==> config.mk <==
export PLATFORM = sky130hd
export DESIGN_NAME = humidity_sensor_frame_decoder_unit
export DESIGN_NICKNAME = d
export VERILOG_FILES = /design/src/design/hsfd_pkg.sv /design/src/design/hsfd_frame.sv /design/src/design/hsfd_convert.sv /design/src/design/humidity_sensor_frame_decoder_unit.sv
export SDC_FILE = /design/constraint.sdc
export NUM_CORES = 1
export LEC_CHECK = 0
export BUFFER_PORTS_ARGS = -buffer_cell sky130_fd_sc_hd__buf_4
export CAP_MARGIN = 5
export CORE_MARGIN = 5
export CORE_UTILIZATION = 35
export CTS_CLUSTER_SIZE = 28
export DETAILED_ROUTE_END_ITERATION = 10
export GPL_ROUTABILITY_DRIVEN = 0
export GPL_TIMING_DRIVEN = 1
export SKIP_LAST_GASP = 1
export SYNTH_ARGS = -nofsm -noshare
export SYNTH_HDL_FRONTEND = slang
export SYNTH_HIERARCHICAL = 1
export SYNTH_SLANG_ARGS = --single-unit
==> constraint.sdc <==
create_clock -name clock -period 8.55 [get_ports clock]
set_input_delay 1.2825 -clock clock [delete_from_list [all_inputs] [get_ports clock]]
set_output_delay 1.2825 -clock clock [all_outputs]
set_load 0.01 [all_outputs]
==> src/design/hsfd_pkg.sv <==
// ----------------------------------------------------------------------------
// hsfd_pkg
// Shared types, constants and the CRC-8 step function of the sensor frame
// decoder.
// ----------------------------------------------------------------------------
`default_nettype none

package hsfd_pkg;

   localparam logic [7:0] CRC_POLY = 8'h31;
   localparam logic [7:0] CRC_INIT = 8'hFF;

   // byte positions inside one six-byte frame
   localparam logic [2:0] POS_W0_HI  = 3'd0;
   localparam logic [2:0] POS_W0_LO  = 3'd1;
   localparam logic [2:0] POS_W0_CRC = 3'd2;
   localparam logic [2:0] POS_W1_HI  = 3'd3;
   localparam logic [2:0] POS_W1_LO  = 3'd4;
   localparam logic [2:0] POS_W1_CRC = 3'd5;

   localparam logic KIND_MEAS   = 1'b0;
   localparam logic KIND_SERIAL = 1'b1;

   localparam logic STATUS_OK  = 1'b0;
   localparam logic STATUS_BAD = 1'b1;

   localparam logic [14:0] TEMP_SCALE  = 15'd21875;
   localparam logic [13:0] HUM_SCALE   = 14'd15625;
   localparam logic [17:0] TEMP_OFFSET = 18'd45000;
   localparam logic [17:0] HUM_OFFSET  = 18'd6000;
   localparam int          FRAC_BITS   = 13;

   typedef struct packed {
      logic        status;
      logic        kind;
      logic [15:0] word0;
      logic [15:0] word1;
   } frame_type;

   // one byte through the msb-first crc, unrolled
   function automatic logic [7:0] crc8_byte(input logic [7:0] crc, input logic [7:0] data);
      logic [7:0] c;
      c = crc ^ data;
      for (int k = 0; k < 8; k++) begin
         if (c[7]) begin
            c = {c[6:0], 1'b0} ^ CRC_POLY;
         end else begin
            c = {c[6:0], 1'b0};
         end
      end
      return c;
   endfunction

endpackage

`default_nettype wire

==> src/design/hsfd_frame.sv <==
// ----------------------------------------------------------------------------
// hsfd_frame
// Byte assembler: tracks the frame position, runs the CRC-8 check and hands
// each completed frame to the conversion stage through a register.
// ----------------------------------------------------------------------------
`default_nettype none

module hsfd_frame (
   input  wire logic              clock,
   input  wire logic              reset,
   input  wire logic              req_valid,
   output logic                   req_ready,
   input  wire logic [7:0]        req_rx_byte,
   input  wire logic              req_frame_start,
   input  wire logic              req_mode,
   output logic                   frm_valid,
   input  wire logic              frm_ready,
   output hsfd_pkg::frame_type    frm_data
);

   logic [2:0]          count_ff, count_in;
   logic [7:0]          crc_ff, crc_in;
   logic [15:0]         word0_ff, word0_in;
   logic [15:0]         word1_ff, word1_in;
   logic                err_ff, err_in;
   logic                kind_ff, kind_in;
   logic                frm_valid_ff, frm_valid_in;
   hsfd_pkg::frame_type frame_ff, frame_in;

   logic       accept;
   logic [2:0] pos;
   logic       first;
   logic [7:0] crc_base;
   logic       err_base;

   assign req_ready = !frm_valid_ff || frm_ready;
   assign accept    = req_valid && req_ready;
   assign frm_valid = frm_valid_ff;
   assign frm_data  = frame_ff;

   always_comb begin
      pos = count_ff;
      if (req_frame_start || (count_ff > hsfd_pkg::POS_W1_CRC)) begin
         pos = hsfd_pkg::POS_W0_HI;
      end
      first    = (pos == hsfd_pkg::POS_W0_HI);
      crc_base = first ? hsfd_pkg::CRC_INIT : crc_ff;
      err_base = first ? 1'b0 : err_ff;
      kind_in  = first ? req_mode : kind_ff;

      word0_in = word0_ff;
      word1_in = word1_ff;
      crc_in   = hsfd_pkg::CRC_INIT;
      err_in   = err_base;
      unique case (pos)
         hsfd_pkg::POS_W0_HI, hsfd_pkg::POS_W0_LO: begin
            word0_in = {word0_ff[7:0], req_rx_byte};
            crc_in   = hsfd_pkg::crc8_byte(crc_base, req_rx_byte);
         end
         hsfd_pkg::POS_W1_HI, hsfd_pkg::POS_W1_LO: begin
            word1_in = {word1_ff[7:0], req_rx_byte};
            crc_in   = hsfd_pkg::crc8_byte(crc_base, req_rx_byte);
         end
         default: begin
            err_in = err_base | (crc_base != req_rx_byte);
         end
      endcase

      count_in = (pos == hsfd_pkg::POS_W1_CRC) ? hsfd_pkg::POS_W0_HI : pos + 3'd1;

      frame_in.status = err_in ? hsfd_pkg::STATUS_BAD : hsfd_pkg::STATUS_OK;
      frame_in.kind   = kind_in;
      frame_in.word0  = word0_in;
      frame_in.word1  = word1_in;

      frm_valid_in = frm_valid_ff && !frm_ready;
      if (accept && (pos == hsfd_pkg::POS_W1_CRC)) begin
         frm_valid_in = 1'b1;
      end
   end

   always_ff @(posedge clock) begin
      if (reset) begin
         count_ff     <= hsfd_pkg::POS_W0_HI;
         crc_ff       <= hsfd_pkg::CRC_INIT;
         word0_ff     <= '0;
         word1_ff     <= '0;
         err_ff       <= 1'b0;
         kind_ff      <= hsfd_pkg::KIND_MEAS;
         frm_valid_ff <= 1'b0;
      end else begin
         frm_valid_ff <= frm_valid_in;
         if (accept) begin
            count_ff <= count_in;
            crc_ff   <= crc_in;
            word0_ff <= word0_in;
            word1_ff <= word1_in;
            err_ff   <= err_in;
            kind_ff  <= kind_in;
         end
      end
   end

   always_ff @(posedge clock) begin
      if (accept && (pos == hsfd_pkg::POS_W1_CRC)) begin
         frame_ff <= frame_in;
      end
   end

   a_count_range: assert property (@(posedge clock) disable iff (reset)
      count_ff <= hsfd_pkg::POS_W1_CRC)
      else $error("byte count out of range");

   a_last_byte_emits: assert property (@(posedge clock) disable iff (reset)
      accept && (pos == hsfd_pkg::POS_W1_CRC) |=> frm_valid_ff && (count_ff == 3'd0))
      else $error("last byte did not produce a frame");

   a_count_steps: assert property (@(posedge clock) disable iff (reset)
      accept && !req_frame_start && (count_ff < hsfd_pkg::POS_W1_CRC)
      |=> count_ff == $past(count_ff) + 3'd1)
      else $error("byte count did not advance");

   a_no_overwrite: assert property (@(posedge clock) disable iff (reset)
      frm_valid_ff && !frm_ready |-> !req_ready)
      else $error("pending frame could be overwritten");

endmodule

`default_nettype wire

==> src/design/hsfd_convert.sv <==
// ----------------------------------------------------------------------------
// hsfd_convert
// Result stage: scales measurement words or joins the serial words (zero on a
// CRC mismatch) and holds the result register toward the output channel.
// ----------------------------------------------------------------------------
`default_nettype none

module hsfd_convert (
   input  wire logic                clock,
   input  wire logic                reset,
   input  wire logic                frm_valid,
   output logic                     frm_ready,
   input  wire hsfd_pkg::frame_type frm_data,
   output logic                     rsp_valid,
   input  wire logic                rsp_ready,
   output logic                     rsp_status,
   output logic                     rsp_frame_kind,
   output logic signed [17:0]       rsp_temperature_milli_c,
   output logic signed [17:0]       rsp_humidity_milli_pct,
   output logic [31:0]              rsp_serial_number
);

   logic               valid_ff, valid_in;
   logic               status_ff;
   logic               kind_ff;
   logic signed [17:0] temp_ff, temp_in;
   logic signed [17:0] hum_ff, hum_in;
   logic [31:0]        serial_ff, serial_in;

   logic        load;
   logic        good;
   logic [30:0] temp_prod;
   logic [29:0] hum_prod;
   logic [17:0] temp_scaled;
   logic [16:0] hum_scaled;

   assign frm_ready = !valid_ff || rsp_ready;
   assign load      = frm_valid && frm_ready;

   always_comb begin
      good        = (frm_data.status == hsfd_pkg::STATUS_OK);
      temp_prod   = 31'(hsfd_pkg::TEMP_SCALE) * 31'(frm_data.word0);
      hum_prod    = 30'(hsfd_pkg::HUM_SCALE) * 30'(frm_data.word1);
      temp_scaled = temp_prod[30:hsfd_pkg::FRAC_BITS];
      hum_scaled  = hum_prod[29:hsfd_pkg::FRAC_BITS];

      temp_in   = '0;
      hum_in    = '0;
      serial_in = '0;
      if (good && (frm_data.kind == hsfd_pkg::KIND_MEAS)) begin
         temp_in = signed'(temp_scaled - hsfd_pkg::TEMP_OFFSET);
         hum_in  = signed'({1'b0, hum_scaled} - hsfd_pkg::HUM_OFFSET);
      end
      if (good && (frm_data.kind == hsfd_pkg::KIND_SERIAL)) begin
         serial_in = {frm_data.word0, frm_data.word1};
      end

      valid_in = valid_ff && !rsp_ready;
      if (load) begin
         valid_in = 1'b1;
      end
   end

   always_ff @(posedge clock) begin
      if (reset) begin
         valid_ff <= 1'b0;
      end else begin
         valid_ff <= valid_in;
      end
   end

   always_ff @(posedge clock) begin
      if (load) begin
         status_ff <= frm_data.status;
         kind_ff   <= frm_data.kind;
         temp_ff   <= temp_in;
         hum_ff    <= hum_in;
         serial_ff <= serial_in;
      end
   end

   assign rsp_valid               = valid_ff;
   assign rsp_status              = status_ff;
   assign rsp_frame_kind          = kind_ff;
   assign rsp_temperature_milli_c = temp_ff;
   assign rsp_humidity_milli_pct  = hum_ff;
   assign rsp_serial_number       = serial_ff;

   a_bad_zero: assert property (@(posedge clock) disable iff (reset)
      valid_ff && (status_ff == hsfd_pkg::STATUS_BAD)
      |-> (temp_ff == '0) && (hum_ff == '0) && (serial_ff == '0))
      else $error("mismatch result carries data");

   a_serial_no_meas: assert property (@(posedge clock) disable iff (reset)
      valid_ff && (kind_ff == hsfd_pkg::KIND_SERIAL) |-> (temp_ff == '0) && (hum_ff == '0))
      else $error("serial result carries measurement");

   a_meas_no_serial: assert property (@(posedge clock) disable iff (reset)
      valid_ff && (kind_ff == hsfd_pkg::KIND_MEAS) |-> serial_ff == '0)
      else $error("measurement result carries serial");

   a_load_shows: assert property (@(posedge clock) disable iff (reset)
      load |=> valid_ff && (status_ff == $past(frm_data.status)))
      else $error("frame not moved to result register");

endmodule

`default_nettype wire

==> src/design/humidity_sensor_frame_decoder_unit.sv <==
// ----------------------------------------------------------------------------
// humidity_sensor_frame_decoder_unit
// Six-byte sensor frame decoder: CRC-8 check of both words, then conversion
// to milli-degrees and milli-percent, or a 32-bit serial number.
//
//   channel   direction   handshake               payload
//   req_      in          req_valid / req_ready   rx_byte, frame_start, mode
//   rsp_      out         rsp_valid / rsp_ready   status, frame_kind,
//                                                 temperature, humidity, serial
//
// one request byte per cycle while req_ready is high; the byte-wide crc is unrolled in the assembler
// after its sixth byte is taken, a result goes through the frame register,
// then the constant multipliers into the result register
// reset clears byte count, crc, words and both valid registers
// a stalled result holds both stages; bytes of an unfinished frame still
// pass while the frame register is empty or draining
// ----------------------------------------------------------------------------
`default_nettype none

module humidity_sensor_frame_decoder_unit (
   input  wire logic          clock,
   input  wire logic          reset,
   input  wire logic          req_valid,
   output logic               req_ready,
   input  wire logic [7:0]    req_rx_byte,
   input  wire logic          req_frame_start,
   input  wire logic          req_mode,
   output logic               rsp_valid,
   input  wire logic          rsp_ready,
   output logic               rsp_status,
   output logic               rsp_frame_kind,
   output logic signed [17:0] rsp_temperature_milli_c,
   output logic signed [17:0] rsp_humidity_milli_pct,
   output logic [31:0]        rsp_serial_number
);

   logic                frm_valid;
   logic                frm_ready;
   hsfd_pkg::frame_type frm_data;

   hsfd_frame u_frame (
      .clock           (clock),
      .reset           (reset),
      .req_valid       (req_valid),
      .req_ready       (req_ready),
      .req_rx_byte     (req_rx_byte),
      .req_frame_start (req_frame_start),
      .req_mode        (req_mode),
      .frm_valid       (frm_valid),
      .frm_ready       (frm_ready),
      .frm_data        (frm_data)
   );

   hsfd_convert u_convert (
      .clock                   (clock),
      .reset                   (reset),
      .frm_valid               (frm_valid),
      .frm_ready               (frm_ready),
      .frm_data                (frm_data),
      .rsp_valid               (rsp_valid),
      .rsp_ready               (rsp_ready),
      .rsp_status              (rsp_status),
      .rsp_frame_kind          (rsp_frame_kind),
      .rsp_temperature_milli_c (rsp_temperature_milli_c),
      .rsp_humidity_milli_pct  (rsp_humidity_milli_pct),
      .rsp_serial_number       (rsp_serial_number)
   );

endmodule

`default_nettype wire
* Yosys cells after proc, flatten, opt, wreduce, memory -nomap -nowiden
Cells that the tools add are included.
** Storage, ports and cells
- Register bits after elaboration :: 151
- Bits in latches :: 0
- RAM bits :: 0
- Memory bits (read-only) :: 0
- Input bits :: 14
- Output and inout port bits :: 72
- Logic and storage cells :: 106
- Memories :: 0
** Cells by class
- Add/subtract/negate cells :: 3
- Multiply operators :: 2
- Div/mod/pow operators :: 0
- Order comparisons :: 1
- Equal/unequal tests :: 5
- Shifts and indexed selects :: 0
- Muxes and demuxes :: 41
- Bitwise gates (word level) :: 19
- Reduce and logical (&&, ||, !) cells :: 18
** Operators by type and width (count)
- $mux 8 :: 15
- $mux 6 :: 15
- $not 3->3 :: 15
- $mux 16 :: 2
- $mul 15x16->31 const A :: 1
- $mul 14x16->30 const A :: 1
- $sub 17x13->18 const B :: 1
- $sub 18x16->18 const B :: 1
- $pmux 8 s2 :: 1
- $ne 8x8->1 :: 1
- $xor 8x8->8 :: 1
- $logic_and 1x1->1 :: 7
- $eq 3x3->1 const B :: 2
- $mux 1 :: 6
- $mux 3 :: 2
- $logic_not 1->1 :: 4
- $reduce_or 2->1 :: 2
- $reduce_or 4->1 :: 1
- $add 3x1->3 const B :: 1
- $eq 3x1->1 const B :: 1
- $eq 3x2->1 const B :: 1
- $gt 3x3->1 const B :: 1
- $logic_not 3->1 :: 1
- $logic_or 1x1->1 :: 3
- 2 further kinds :: 3

* Depth between registers and ports, before layout
- Word-level depth :: 30
- Mapped depth :: 27
- Mapped depth without buffers :: 26

* Cells and area by module
Netlist, hierarchy kept.
** Modules (own cells, without submodules)
- hsfd_convert :: times used 1, cells an instance 1123, area each 11618.6 um2, sequential area each 2122.0 um2
- hsfd_frame :: times used 1, cells an instance 352, area each 3792.4 um2, sequential area each 1941.9 um2

* Worst setup path after synthesis
Ideal clock, no wire load.
- Kind :: register to register
- From :: register u_frame.frame_ff (netlist bit u_frame/frm_data[24])
- To :: register u_convert.temp_ff[17], in the netlist u_convert/rsp_temperature_milli_c[17] (data pin)
- Data arrival time :: 6279 ps
- Data required time :: 8410 ps
- Setup slack :: 2131 ps
- Cell stages (with the launch flop) :: 25
- Buffers on the path :: 0
- Cells stage by stage :: edfxtp_1 > ha_1 > inv_1 > fa_1 > inv_1 > fa_1 > fa_1 > fa_1 > inv_1 > fa_1 > inv_1 > ha_1 > a21oi_1 > o21bai_1 > a21oi_1 > mux2_2 > a311oi_1 > inv_1 > ha_1 > a21oi_2 > a41oi_4 > o21ai_4 > o211ai_2 > or3_1 > a21oi_2
** Between the ends
- Cells in the longest elaborated chain, start to end :: 2
** RTL lines
- start: declaration :: RTL line hsfd_frame.sv:28 : hsfd_pkg::frame_type frame_ff, frame_in;
- start signal: assignment :: RTL line hsfd_frame.sv:106 : frame_ff <= frame_in;
- $mul 15x16->31 :: RTL line hsfd_convert.sv:42 : temp_prod = 31'(hsfd_pkg::TEMP_SCALE) * 31'(frm_data.word0);
- $sub 18x16->18 :: RTL line hsfd_convert.sv:51 : temp_in = signed'(temp_scaled - hsfd_pkg::TEMP_OFFSET);
- end signal: assignment :: RTL line hsfd_convert.sv:76 : temp_ff <= temp_in;
- end: declaration :: RTL line hsfd_convert.sv:26 : logic signed [17:0] temp_ff, temp_in;
Every way passes these cells.
A chain may end at the register's enable or synchronous reset.

* Final worst setup path
- From :: register u_frame.frame_ff (netlist bit u_frame/frm_data[25])
- To :: register u_convert.temp_ff[17], in the netlist u_convert/rsp_temperature_milli_c[17] (data pin)
The elaborated chain is that of the path after synthesis.

==> impl_results.html <==
<table>
<tr><th>Metric</th><th>Value</th></tr>
<tr><th colspan="2">Outcome</th></tr>
<tr><td>Status</td><td>finished, final reports clean</td></tr>
<tr><th colspan="2">Placement</th></tr>
<tr><td>Number of placed instances with taps included</td><td>2109</td></tr>
<tr><td>Sum of net half-perimeters after detailed placement</td><td>28.2 mm</td></tr>
<tr><td>Post-placement setup slack</td><td>1710 ps</td></tr>
<tr><td>Count of port buffers added during placement</td><td>85</td></tr>
<tr><th colspan="2">Logic synthesis</th></tr>
<tr><td>Adder-cell area share of the yosys netlist</td><td>36.7%</td></tr>
<tr><td>Combined area of all synthesized cells</td><td>15400 µm²</td></tr>
<tr><td>Number of flops mapped to enable cells by yosys</td><td>104</td></tr>
<tr><td>Synthesized netlist cell count</td><td>1475</td></tr>
<tr><td>Yosys warning count</td><td>6</td></tr>
<tr><td>Most used DFF post-synth</td><td>sky130_fd_sc_hd__edfxtp_1</td></tr>
<tr><td>Register bit total from synthesis</td><td>151</td></tr>
<tr><td>Simple-gate portion of the synthesized area</td><td>10.7%</td></tr>
<tr><td>XOR/XNOR share of the synthesized area</td><td>4.29%</td></tr>
<tr><td>Avg Synthesized Cell Area</td><td>10.4 µm²</td></tr>
<tr><td>Compound-cell area share of the yosys netlist</td><td>11.2%</td></tr>
<tr><td>Synthesized net count</td><td>1858</td></tr>
<tr><td>Cell accounting for the most synthesized area</td><td>sky130_fd_sc_hd__edfxtp_1</td></tr>
<tr><td>Share of the synthesized area in the top cell type</td><td>20.3%</td></tr>
<tr><td>Async set-or-reset flop fraction in the synthesized netlist</td><td>0%</td></tr>
<tr><td>Mux cell area share after synthesis</td><td>2.62%</td></tr>
<tr><td>Sequential share of the synthesized area</td><td>26.4%</td></tr>
<tr><td>Largest family of logic cells by synthesized area</td><td>adder cells</td></tr>
<tr><td>Leading cell types by total area after synthesis</td><td>sky130_fd_sc_hd__edfxtp_1, sky130_fd_sc_hd__ha_1, sky130_fd_sc_hd__fa_1</td></tr>
<tr><td>Post-synthesis cell type count</td><td>96</td></tr>
<tr><th colspan="2">GRT</th></tr>
<tr><td>Vias in the first global route</td><td>10884</td></tr>
<tr><td>GR Util All Layers</td><td>15.0%</td></tr>
<tr><td>Largest net degree at the start of global routing</td><td>60</td></tr>
<tr><td>Number of antenna violations at the first check in global routing</td><td>0</td></tr>
<tr><td>Remaining global-route overflow</td><td>0</td></tr>
<tr><td>Wire length of the first global-routing pass</td><td>57.6 mm</td></tr>
<tr><th colspan="2">Floorplan</th></tr>
<tr><td>Num rows</td><td>76</td></tr>
<tr><td>Width of the die</td><td>220 µm</td></tr>
<tr><td>Initial Utilization</td><td>35.5%</td></tr>
<tr><td>Area of the core</td><td>43400 µm²</td></tr>
<tr><td>IO Pins</td><td>86</td></tr>
<tr><td>Floorplan die height</td><td>220 µm</td></tr>
<tr><td>DIE AREA</td><td>48300 µm²</td></tr>
<tr><th colspan="2">STA</th></tr>
<tr><td>Maximum clock skew at final layout</td><td>18.5 ps</td></tr>
<tr><td>RSZ-0062 raised after global routing</td><td>false</td></tr>
<tr><td>Final worst path period need</td><td>6850 ps</td></tr>
<tr><td>Transition time of the tightest slew-check pin</td><td>978 ps</td></tr>
<tr><td>Share of the clock period used by the worst path after layout</td><td>80.1%</td></tr>
<tr><td>Summed negative setup slack over all endpoints</td><td>0 ps</td></tr>
<tr><td>Setup violation total in the final timing report</td><td>0</td></tr>
<tr><td>Final worst hold slack</td><td>458 ps</td></tr>
<tr><td>Rel. slew slack</td><td>34.8%</td></tr>
<tr><td>Slew Viols, Final</td><td>0</td></tr>
<tr><td>Hold violation total from the final report</td><td>0</td></tr>
<tr><td>Fmax</td><td>146 MHz</td></tr>
<tr><td>Minimum setup slack in the final design</td><td>1700 ps</td></tr>
<tr><th colspan="2">Setup path</th></tr>
<tr><td>WP depth</td><td>24</td></tr>
<tr><td>RR Startpoint</td><td>u_frame/frm_data[25]</td></tr>
<tr><td>Crit path to</td><td>u_convert/rsp_temperature_milli_c[17]</td></tr>
<tr><td>Endpoint class of the critical path</td><td>flip-flop</td></tr>
<tr><td>Worst-case reg-to-reg path depth</td><td>24</td></tr>
<tr><td>Worst endpoint data arrival time</td><td>7150 ps</td></tr>
<tr><td>Worst flop-to-flop path endpoint</td><td>u_convert/rsp_temperature_milli_c[17]</td></tr>
<tr><td>CP startpoint</td><td>u_frame/frm_data[25]</td></tr>
<tr><td>Reg-to-reg slack, setup</td><td>1700 ps</td></tr>
<tr><td>Max Fanout on Critical Path</td><td>7</td></tr>
<tr><td>Family with the most delay on the worst path</td><td>adder cells</td></tr>
<tr><td>Category of the critical setup timing path</td><td>flip-flop to flip-flop</td></tr>
<tr><td>CP max-delay cell</td><td>sky130_fd_sc_hd__fa_1</td></tr>
<tr><td>Longest individual stage delay on the worst path</td><td>550 ps</td></tr>
<tr><td>Critical Path, Cell by Cell</td><td>ha_1 &gt; inv_1 &gt; fa_1 &gt; inv_1 &gt; fa_1 &gt; fa_1 &gt; fa_1 &gt; inv_1 &gt; fa_1 &gt; inv_1 &gt; ha_1 &gt; a21oi_1 &gt; o21bai_1 &gt; a21oi_1 &gt; mux2_2 &gt; a311oi_1 &gt; inv_1 &gt; ha_1 &gt; a21oi_2 &gt; a41oi_4 &gt; o21ai_4 &gt; o211ai_2 &gt; or3_1 &gt; a21oi_2</td></tr>
<tr><td>CP bufs+invs</td><td>5</td></tr>
<tr><td>Worst EP required</td><td>8850 ps</td></tr>
<tr><td>Critical Path Start Type</td><td>flip-flop</td></tr>
<tr><th colspan="2">Clock tree</th></tr>
<tr><td>Post-cts repair resize count</td><td>0</td></tr>
<tr><td>Number of CTS-inserted buffers</td><td>17</td></tr>
<tr><td>Setup bufs post-CTS</td><td>0</td></tr>
<tr><td>Clock tree from TritonCTS</td><td>done</td></tr>
<tr><td>Number of buffers between clock root and the deepest sink</td><td>2</td></tr>
<tr><td>Clock Latency Late Sink</td><td>450 ps</td></tr>
<tr><td>Clock-pin slew reported for the worst setup and hold paths after clock tree synthesis</td><td>80 ps</td></tr>
<tr><td>H-tree levels</td><td>4</td></tr>
<tr><td>Number of sinks handled by clock tree synthesis</td><td>151</td></tr>
<tr><td>Clk root buf</td><td>sky130_fd_sc_hd__clkbuf_16</td></tr>
<tr><td>Hold_buf cts</td><td>0</td></tr>
<tr><th colspan="2">Layout</th></tr>
<tr><td>Most frequent cells in the layout</td><td>sky130_fd_sc_hd__inv_1, sky130_fd_sc_hd__ha_1, sky130_fd_sc_hd__fa_1</td></tr>
<tr><td>Net count reported at finish</td><td>1926</td></tr>
<tr><td>N_diodes</td><td>0</td></tr>
<tr><td>Layout area overhead</td><td>11.6%</td></tr>
<tr><td>Most frequent standard cell in the layout excluding fill and tap cells</td><td>sky130_fd_sc_hd__inv_1</td></tr>
<tr><td>Count of non-filler cells in the finished layout</td><td>2141</td></tr>
<tr><td>Fraction of layout instances using a drive strength above 1</td><td>13.9%</td></tr>
<tr><th colspan="2">Drt</th></tr>
<tr><td>Detailed-route DRC error count</td><td>0</td></tr>
<tr><td>Overall routed net length</td><td>35.1 mm</td></tr>
<tr><td>Average wire length per cell after detail routing</td><td>16.4 µm</td></tr>
<tr><td>Count of antenna-violating nets left after detailed routing</td><td>0</td></tr>
<tr><td>Count of TritonRoute iterations in the first routing pass</td><td>6</td></tr>
<tr><td>Mean number of vias per cell</td><td>4.83</td></tr>
<tr><td>Vias after detailed routing</td><td>10335</td></tr>
<tr><td>Number of DRC markers in iteration 0</td><td>570</td></tr>
<tr><th colspan="2">Min path</th></tr>
<tr><td>Worst Hold Class</td><td>flip-flop to flip-flop</td></tr>
<tr><th colspan="2">Pwr</th></tr>
<tr><td>Power density over the cells</td><td>97.5 nW/µm²</td></tr>
<tr><td>Worst-case vdd ir drop</td><td>0.104 mV</td></tr>
<tr><td>Leakage dissipation</td><td>7.95 nW</td></tr>
<tr><th colspan="2">Job</th></tr>
<tr><td>Count of max-cap constraint violations</td><td>0</td></tr>
</table>
==> cells in the mapped netlist (all sizes together) (17+ instances only) <==
cell / instances
xnor2: 37
dfxtp: 47
a21o: 21
nand2: 73
a211oi: 17
nor2: 97
nor3: 26
ha: 231
mux2: 35
a21oi: 72
edfxtp: 104
inv: 271
o21ai: 29
fa: 138
xor2: 19
and2: 43
clkbuf: 25
==> final cells by class <==
class                           instances  area (µm²)
Clock buffer                           19         475
Timing Repair Buffer                   90         676
Inverter                              271        1020
Tap cell                              585         732
Fill cell                            4299       26200
Sequential cell                       151        4060
Clock inverter                         13         128
Multi-Input combinational cell       1012       10100
==> through the flow <==
stage | power [mW] | util [%] | area [µm²]
final | 1.68 | 39.7 | 17200
after CTS | 1.71 | 39.7 | 17200
after global routing | 1.75 | 39.7 | 17200
after floorplan | 0.897 | - | 15400
after global placement | 0.922 | 38.3 | 16600
after detailed placement | 0.925 | 38.3 | 16600
==> flip-flops by register name, summed over array words and instances (netlist names), 3 cells and up <==
register and cells:
u_convert/rsp_temperature_milli_c 18, u_convert/rsp_humidity_milli_pct 18, u_frame/frm_data 34, u_convert/rsp_serial_number 32
u_frame/word1_ff 16, u_frame/crc_ff 8, u_frame/word0_ff 16, u_frame/count_ff 3
==> worst min path at each step <==
stage / start / to / slack (ps) / depth (start not counted)
finish: u_frame/word1_ff[8] / u_frame/word1_ff[8] / 460 / 2
global route: u_frame/word1_ff[12] / u_frame/word1_ff[12] / 480 / 2
CTS: u_frame/word1_ff[8] / u_frame/word1_ff[8] / 460 / 2
detailed placement: u_frame/word1_ff[8] / u_frame/word1_ff[8] / 450 / 2
global placement: u_frame/word1_ff[13] / u_frame/word1_ff[13] / 440 / 2
floorplan: u_frame/frm_valid / u_convert/rsp_valid / 430 / 2
==> report_power, final <==
part	switching (mW)	internal (mW)	total [mW]
logic	0.0621	0.0534	0.116
clock network	0.349	0.418	0.768
registers	0.00924	0.784	0.793
total	0.421	1.26	1.68
==> layer usage <==
layer	track usage [%]	wire length, µm	vias to the layer above
met4	3.06	396	0
met5	0	0	-
met3	3.10	1660	30
met2	23.7	16000	200
met1	21.3	17100	4982
li1	-	-	5123
==> worst min-delay path: stages (launching register included) <==
cell	delay, ps
sky130_fd_sc_hd__dfxtp_1	310
sky130_fd_sc_hd__nand2_1	50
sky130_fd_sc_hd__a21oi_1	50
==> kinds of logic after synthesis <==
group           count (synthesis)
buf+inv                       312
simple gates                  321
fa+ha+maj                     369
mux                            36
compound gates                224
flops                         151
xor+xnor                       62
No activity file was read; power rests on OpenSTA's default activity.
